`src/sv/sorted_id_counter_table_assert.svh`:
```
// Assertion macros for the sorted id counter table.
// Expects clk_i and rst_ni in the scope where the macros are used.
`ifndef SORTED_ID_COUNTER_TABLE_ASSERT_SVH
`define SORTED_ID_COUNTER_TABLE_ASSERT_SVH

// Same-cycle implication, checked outside reset.
`define SICT_ASSERT_NOW(label, ante, cons) \
  label: assert property (@(posedge clk_i) disable iff (!rst_ni) (ante) |-> (cons)) \
    else $error("sict: same-cycle check failed");

// Next-cycle implication, checked outside reset.
`define SICT_ASSERT_NEXT(label, ante, cons) \
  label: assert property (@(posedge clk_i) disable iff (!rst_ni) (ante) |=> (cons)) \
    else $error("sict: next-cycle check failed");

`endif

```
`src/sv/sict_pkg.sv`:
```
// Shared types and constants for the sorted id counter table.
// No dependencies; used by sict_ctrl, sict_dp and the top level.
package sict_pkg;

  localparam int unsigned MaxEntriesDef = 1024;
  localparam int unsigned UidW          = 31;
  localparam int unsigned AmountW       = 8;
  localparam int unsigned CountW        = 32;
  localparam int unsigned SlotW         = 10;

  typedef enum logic [1:0] {
    ACT_APPEND = 2'd0,
    ACT_ADD    = 2'd1,
    ACT_QUERY  = 2'd2,
    ACT_NOP    = 2'd3
  } sict_action_e;

  typedef enum logic [2:0] {
    STAT_OK        = 3'd0,
    STAT_NOT_FOUND = 3'd1,
    STAT_FULL      = 3'd2,
    STAT_ORDER     = 3'd3,
    STAT_SKIPPED   = 3'd4
  } sict_status_e;

  typedef enum logic [2:0] {
    ST_IDLE,
    ST_DECODE,
    ST_SEARCH,
    ST_CMP,
    ST_COUNT,
    ST_FINISH
  } sict_state_e;

  typedef enum logic [2:0] {
    CMD_NONE,
    CMD_LOAD,    // latch the input beat, open the search range
    CMD_APPEND,  // write new entry, result OK at the tail slot
    CMD_REJECT,  // result with the given status, count 0, slot 0
    CMD_PROBE,   // read key at the range midpoint
    CMD_STEP,    // narrow the range, or on a hit read the counter
    CMD_COUNT,   // finish the hit: saturating add or plain report
    CMD_PUSH     // move the result into the output register
  } sict_op_e;

  typedef struct packed {
    sict_op_e     op;
    sict_status_e res_status;
  } sict_cmd_t;

  typedef struct packed {
    sict_action_e action;
    logic         visible;
    logic         full;
    logic         order;
    logic         range_ok;
    logic         key_eq;
  } sict_sts_t;

endpackage

```
`src/sv/sict_ctrl.sv`:
```
// Controller state machine for the sorted id counter table.
// Depends on sict_pkg; drives the datapath through sict_cmd_t.
module sict_ctrl (
  input  logic                clk_i,
  input  logic                rst_ni,
  input  logic                in_valid_i,
  output logic                in_stall_o,
  output logic                out_valid_o,
  input  logic                out_stall_i,
  input  sict_pkg::sict_sts_t sts_i,
  output sict_pkg::sict_cmd_t cmd_o
);

  sict_pkg::sict_state_e state_q, state_d;
  logic                  out_valid_q, out_valid_d;

  // A hit goes on to the counter, a miss probes the narrowed range.
  function automatic sict_pkg::sict_state_e sict_ctrl_next(input logic hit);
    return hit ? sict_pkg::ST_COUNT : sict_pkg::ST_SEARCH;
  endfunction

  always_ff @(posedge clk_i or negedge rst_ni) begin
    if (!rst_ni) begin
      state_q     <= sict_pkg::ST_IDLE;
      out_valid_q <= 1'b0;
    end else begin
      state_q     <= state_d;
      out_valid_q <= out_valid_d;
    end
  end

  always_comb begin
    state_d          = state_q;
    out_valid_d      = out_valid_q & out_stall_i;
    cmd_o.op         = sict_pkg::CMD_NONE;
    cmd_o.res_status = sict_pkg::STAT_NOT_FOUND;
    unique case (state_q)
      sict_pkg::ST_IDLE: begin
        if (in_valid_i) begin
          cmd_o.op = sict_pkg::CMD_LOAD;
          state_d  = sict_pkg::ST_DECODE;
        end
      end
      sict_pkg::ST_DECODE: begin
        state_d = sict_pkg::ST_FINISH;
        unique case (sts_i.action)
          sict_pkg::ACT_APPEND: begin
            if (sts_i.full) begin
              cmd_o.op         = sict_pkg::CMD_REJECT;
              cmd_o.res_status = sict_pkg::STAT_FULL;
            end else if (sts_i.order) begin
              cmd_o.op         = sict_pkg::CMD_REJECT;
              cmd_o.res_status = sict_pkg::STAT_ORDER;
            end else begin
              cmd_o.op = sict_pkg::CMD_APPEND;
            end
          end
          sict_pkg::ACT_ADD: begin
            if (!sts_i.visible) begin
              cmd_o.op         = sict_pkg::CMD_REJECT;
              cmd_o.res_status = sict_pkg::STAT_SKIPPED;
            end else begin
              state_d = sict_pkg::ST_SEARCH;
            end
          end
          sict_pkg::ACT_QUERY: state_d = sict_pkg::ST_SEARCH;
          sict_pkg::ACT_NOP: begin
            cmd_o.op         = sict_pkg::CMD_REJECT;
            cmd_o.res_status = sict_pkg::STAT_NOT_FOUND;
          end
          default: state_d = sict_pkg::ST_IDLE;
        endcase
      end
      sict_pkg::ST_SEARCH: begin
        if (sts_i.range_ok) begin
          cmd_o.op = sict_pkg::CMD_PROBE;
          state_d  = sict_pkg::ST_CMP;
        end else begin
          cmd_o.op         = sict_pkg::CMD_REJECT;
          cmd_o.res_status = sict_pkg::STAT_NOT_FOUND;
          state_d          = sict_pkg::ST_FINISH;
        end
      end
      sict_pkg::ST_CMP: begin
        cmd_o.op = sict_pkg::CMD_STEP;
        state_d  = sict_ctrl_next(sts_i.key_eq);
      end
      sict_pkg::ST_COUNT: begin
        cmd_o.op = sict_pkg::CMD_COUNT;
        state_d  = sict_pkg::ST_FINISH;
      end
      sict_pkg::ST_FINISH: begin
        if (!out_valid_q || !out_stall_i) begin
          cmd_o.op    = sict_pkg::CMD_PUSH;
          out_valid_d = 1'b1;
          state_d     = sict_pkg::ST_IDLE;
        end
      end
      default: state_d = sict_pkg::ST_IDLE;
    endcase
  end

  assign in_stall_o  = (state_q != sict_pkg::ST_IDLE);
  assign out_valid_o = out_valid_q;

endmodule

```
`config.mk`:
```
export PLATFORM = sky130hd
export DESIGN_NAME = sict_ctrl
export DESIGN_NICKNAME = d
export VERILOG_FILES = /design/src/sv/sorted_id_counter_table_assert.svh /design/src/sv/sict_pkg.sv /design/src/sv/sict_ctrl.sv
export SDC_FILE = /design/constraint.sdc
export NUM_CORES = 1
export LEC_CHECK = 0
export ABC_CLOCK_PERIOD_IN_PS = 4300
export BUFFER_PORTS_ARGS = -buffer_cell sky130_fd_sc_hd__buf_4
export CORE_MARGIN = 2
export CORE_UTILIZATION = 30
export CTS_BUF_LIST = sky130_fd_sc_hd__clkbuf_2 sky130_fd_sc_hd__clkbuf_4 sky130_fd_sc_hd__clkbuf_8
export CTS_CLUSTER_DIAMETER = 40
export DETAILED_ROUTE_END_ITERATION = 10
export PLACE_DENSITY_LB_ADDON = 0.15
export SYNTH_ARGS = -nofsm -noshare
export SYNTH_HDL_FRONTEND = slang
export SYNTH_SLANG_ARGS = --single-unit
```
`constraint.sdc`:
```
create_clock -name clk_i -period 4.3 [get_ports clk_i]
set_input_delay 0.645 -clock clk_i [delete_from_list [all_inputs] [get_ports clk_i]]
set_output_delay 0.645 -clock clk_i [all_outputs]
set_load 0.05 [all_outputs]
```
======== Word level (Yosys, flattened, before mapping) ========
Index checks and enable logic that the tools add are counted.
storage, ports and cells
  flip-flop bits (word level) ............. 4
operators by class
  eq/ne operators ......................... 10
  muxes and demuxes ....................... 19
  bitwise gates (word level) .............. 1
  reductions and logical operators ........ 7
operator list
  kind                                            number
  case mux 3 bit (6 select lines)                 2
  2-to-1 mux 3 bit                                8
  case mux 5 bit (3 select lines)                 1
  == test 3 x 2 -> 1 bit (second input constant)  2
  == test 3 bit (second input constant)           2
  case mux 3 bit (2 select lines)                 1
  2-to-1 mux 5 bit                                1
  == test 2 bit (second input constant)           2
  2-to-1 mux 1 bit                                4
  2-to-1 mux 4 bit                                1
  != test 2 bit (second input constant)           2
  == test 3 x 1 -> 1 bit (second input constant)  1
  zero test 3 bit                                 1
  nonzero test 3 bit                              1
  == test 2 x 1 -> 1 bit (second input constant)  1
  zero test 1 bit                                 2
  zero test 2 bit                                 1
  2-to-1 mux 2 bit                                1
  AND reduction 2 bit                             1
  AND 1 bit                                       1
  logical OR 1 bit                                1

======== Longest topological paths before layout ========
  depth in word-level cells ............... 4
  mapped depth ............................ 5
  depth with buffers taken out ............ 5

======== Least setup slack after synthesis ========
No wires, ideal clock.
  path kind ............................... input-to-output
  start ................................... input port sts_i[5] in the netlist's numbering
  end ..................................... output port cmd_o[1] in the netlist's numbering
  arrival time ............................ 2.105 ns
  slack ................................... 1.550 ns
  stages on the path ...................... 4
  path buffers ............................ 0
  cells stage by stage .................... inv_1 ha_1 or4b_4 nor2_1
RTL lines
  item         line             source
  from (decl)  sict_ctrl.sv:10  input sict_pkg::sict_sts_t sts_i,
  to (decl)    sict_ctrl.sv:11  output sict_pkg::sict_cmd_t cmd_o

==> out/metrics.cfg <==
[die]
io_pins=19
num_rows=14
start_util_pct=31.6
die-area_sq_mm=0.00192
die_w_microns=43.9
core-area_sq_mm=0.00151
dieHeight_microns=43.9

[critical_path]
cp-start-kind=input port
end_kind=output pin
reg2regPathDepth=3
path_max_fanout=4
arrival_ns=2.28
slowest_stage=or4b_4
critPathKind=input port to output pin
worst_path_largest_cell_delay_ns=0.54
critical_path.cell_chain=buf_4 > inv_1 > ha_1 > or4b_4 > or4_4 > buf_4
cpMostUsedCell=buf_4
cp_data_required_time_ns=3.65

[timing]
relSlewSlack_pct=77.2
setup-tns-final_ns=0
hold_viol_final=0
fin_worst_skew_ns=0.000684
period_minus_slack_ns=2.92
rsz0062_at_grt=false
tightest_slew_ns=0.342
period_share_pct=68.0
setup_viol=0
drv_slew=0
max_freq_mhz=342

[clocking]
cts-root-buf=clkbuf_4
cts_inserted_buffers=3
postCtsHoldBufs=0
htree_levels=1
cts_tree=built
cts_resized=0
clk_pin_slew_ns=0.04
clock_latency_ns=0.23
clock-sinks=4
post_cts_buffers=0
clockBufferDepth=2

[yosys]
synth_top_area_share_pct=21.0
yosysUniqueCellTypes=29
syn-num-nets=76
ys.flop_type=dfrtp_1
synthArstFlopShare_pct=100
synth_cells=61
synth.most_common_cell=nor2b_1
yosysTopAreaCell=dfrtp_1
synth-seq-cells=4
yosys_warnings=0
synth-edff-count=0
synthTopCellsByCount=nor2b_1 (8), inv_1 (5)
synthTopCellsByArea=dfrtp_1 (21%), ha_1 (10%), nor2b_1 (10%)
avgSynthCellArea_sq_um=7.81
netlist_area_sq_um=477
yosysSeqAreaShare_pct=21.0

[finish]
nets=96
diodes=0
nFillCells=159
register_area_sq_um=100
multi_input_area_sq_um=345
drive_gt1_share_pct=30.4
final_util_pct=42.6
area_delta_synth_final_pct=34.6

[route]
via_count=471
route.detailed.drc=0
dr.pass1.iters=4
drtIter0Drc=2
wire_per_inst_microns=10.6
viasPerCell=4.96
antenna_left=0
drt-total-wl_mm=1.01

[job]
max_cap_viol_count=0

[power]
p_leak_nw=0.307
ir_worst_vdd_mv=0.351
power.density_mw_per_mm2=700

[global_routing]
grt_pass1_vias=425
grt_use_total_pct=11.6
grt_pass1_wl_mm=1.64
grt_max_degree=14
globalRouteOverflowTotal=0
antenna_found_initial=0

[placement]
dp_hpwl_microns=817
gp_congestion=0.722
portBuffers=18

[min_path]
hp-class=input port to async pin

[status]
status=finished clean

[layer usage]
layer / up-vias / track usage (%) / share of wire (%)
li1: 251 / - / -
met1: 208 / 15.0 / 49
met2: 12 / 17.4 / 46
met3: 0 / 2.50 / 4.5
met4: 0 / 7.27 / 0
met5: - / 0 / 0
[report_power, final]
part	internal, mW	switching [mW]
Clock	0.0312	0.0143
Combinational	0.119	0.193
Sequential	0.0543	0.0363
[logic make-up after synthesis]
| family | after synthesis | synth area share (%) |
|---|---|---|
| AND/OR/NAND/NOR | 28 | 36.5 |
| flip-flops | 4 | 21.0 |
| adder cells (fa/ha/maj) | 4 | 10.5 |
| buffers and inverters | 8 | 6.56 |
| AO/OA/AOI/OAI | 16 | 23.1 |
| multiplexers | 1 | 2.36 |
[sequential cells by signal, summed over array words and instances (netlist names)]
signal,count
out_valid_o,1
state_q,3
[cell usage in the layout, fill, tap and decap left out, drive strengths merged]
cell and count:
or4b 2, or4 1, a221o 1, ha 4
nand2 4, dfrtp 4, and2 2, o221ai 1
a221oi 1, clkbuf 3, nor2b 9, or3 1
mux2 1, a21oi 1, o211ai 1, a31oi 1
inv 5, or2 1, nand2b 4, a211oi 2
a21o 2, o21ai 5, nor2 4, o311ai 1
buf 18
[cell type report]
type                    count  area share, %
flip-flops and latches      4           15.6
inverters                   5           2.92
multi-input cells          49           53.8
clock buffers               3           3.51
repair buffers             18           21.1
well taps                  16           3.12
[worst max-delay path: cells and delay by family]
family        cells  cell delay (ns)
simple gates      2             1.05
fa+ha+maj         1             0.22
buf+inv           3             0.36
[worst paths after layout]
check                                  startpoint                      to  slack [ns]
max                                      sts_i[5]                cmd_o[0]        1.38
min                                        rst_ni  state_q[1]$_DFFE_PN0P_        0.20
max reg2reg                state_q[0]$_DFFE_PN0P_  state_q[0]$_DFFE_PN0P_        2.65
min reg2reg                state_q[2]$_DFFE_PN0P_  state_q[1]$_DFFE_PN0P_        0.66
max in group asynchronous                  rst_ni  state_q[2]$_DFFE_PN0P_        4.00
min in group clk_i         state_q[2]$_DFFE_PN0P_  state_q[1]$_DFFE_PN0P_        0.66
[metrics by stage]
step | cell area, sq um | instances | total power [mW] | setup slack (ns) | hold slack (ns)
6_report | 642 | 95 | 0.449 | 1.38 | 0.201
3_5_place_dp | 619 | 92 | 0.407 | 1.37 | 0.441
4_1_cts | 642 | 95 | 0.455 | 1.37 | 0.191
2_1_floorplan | 477 | 61 | 0.326 | 1.55 | 0.349
3_3_place_gp | 619 | 92 | 0.409 | 1.39 | 0.441
5_1_grt | 642 | 95 | 0.481 | 1.31 | 0.186
Note: power is estimated with default switching activity, not from simulation.
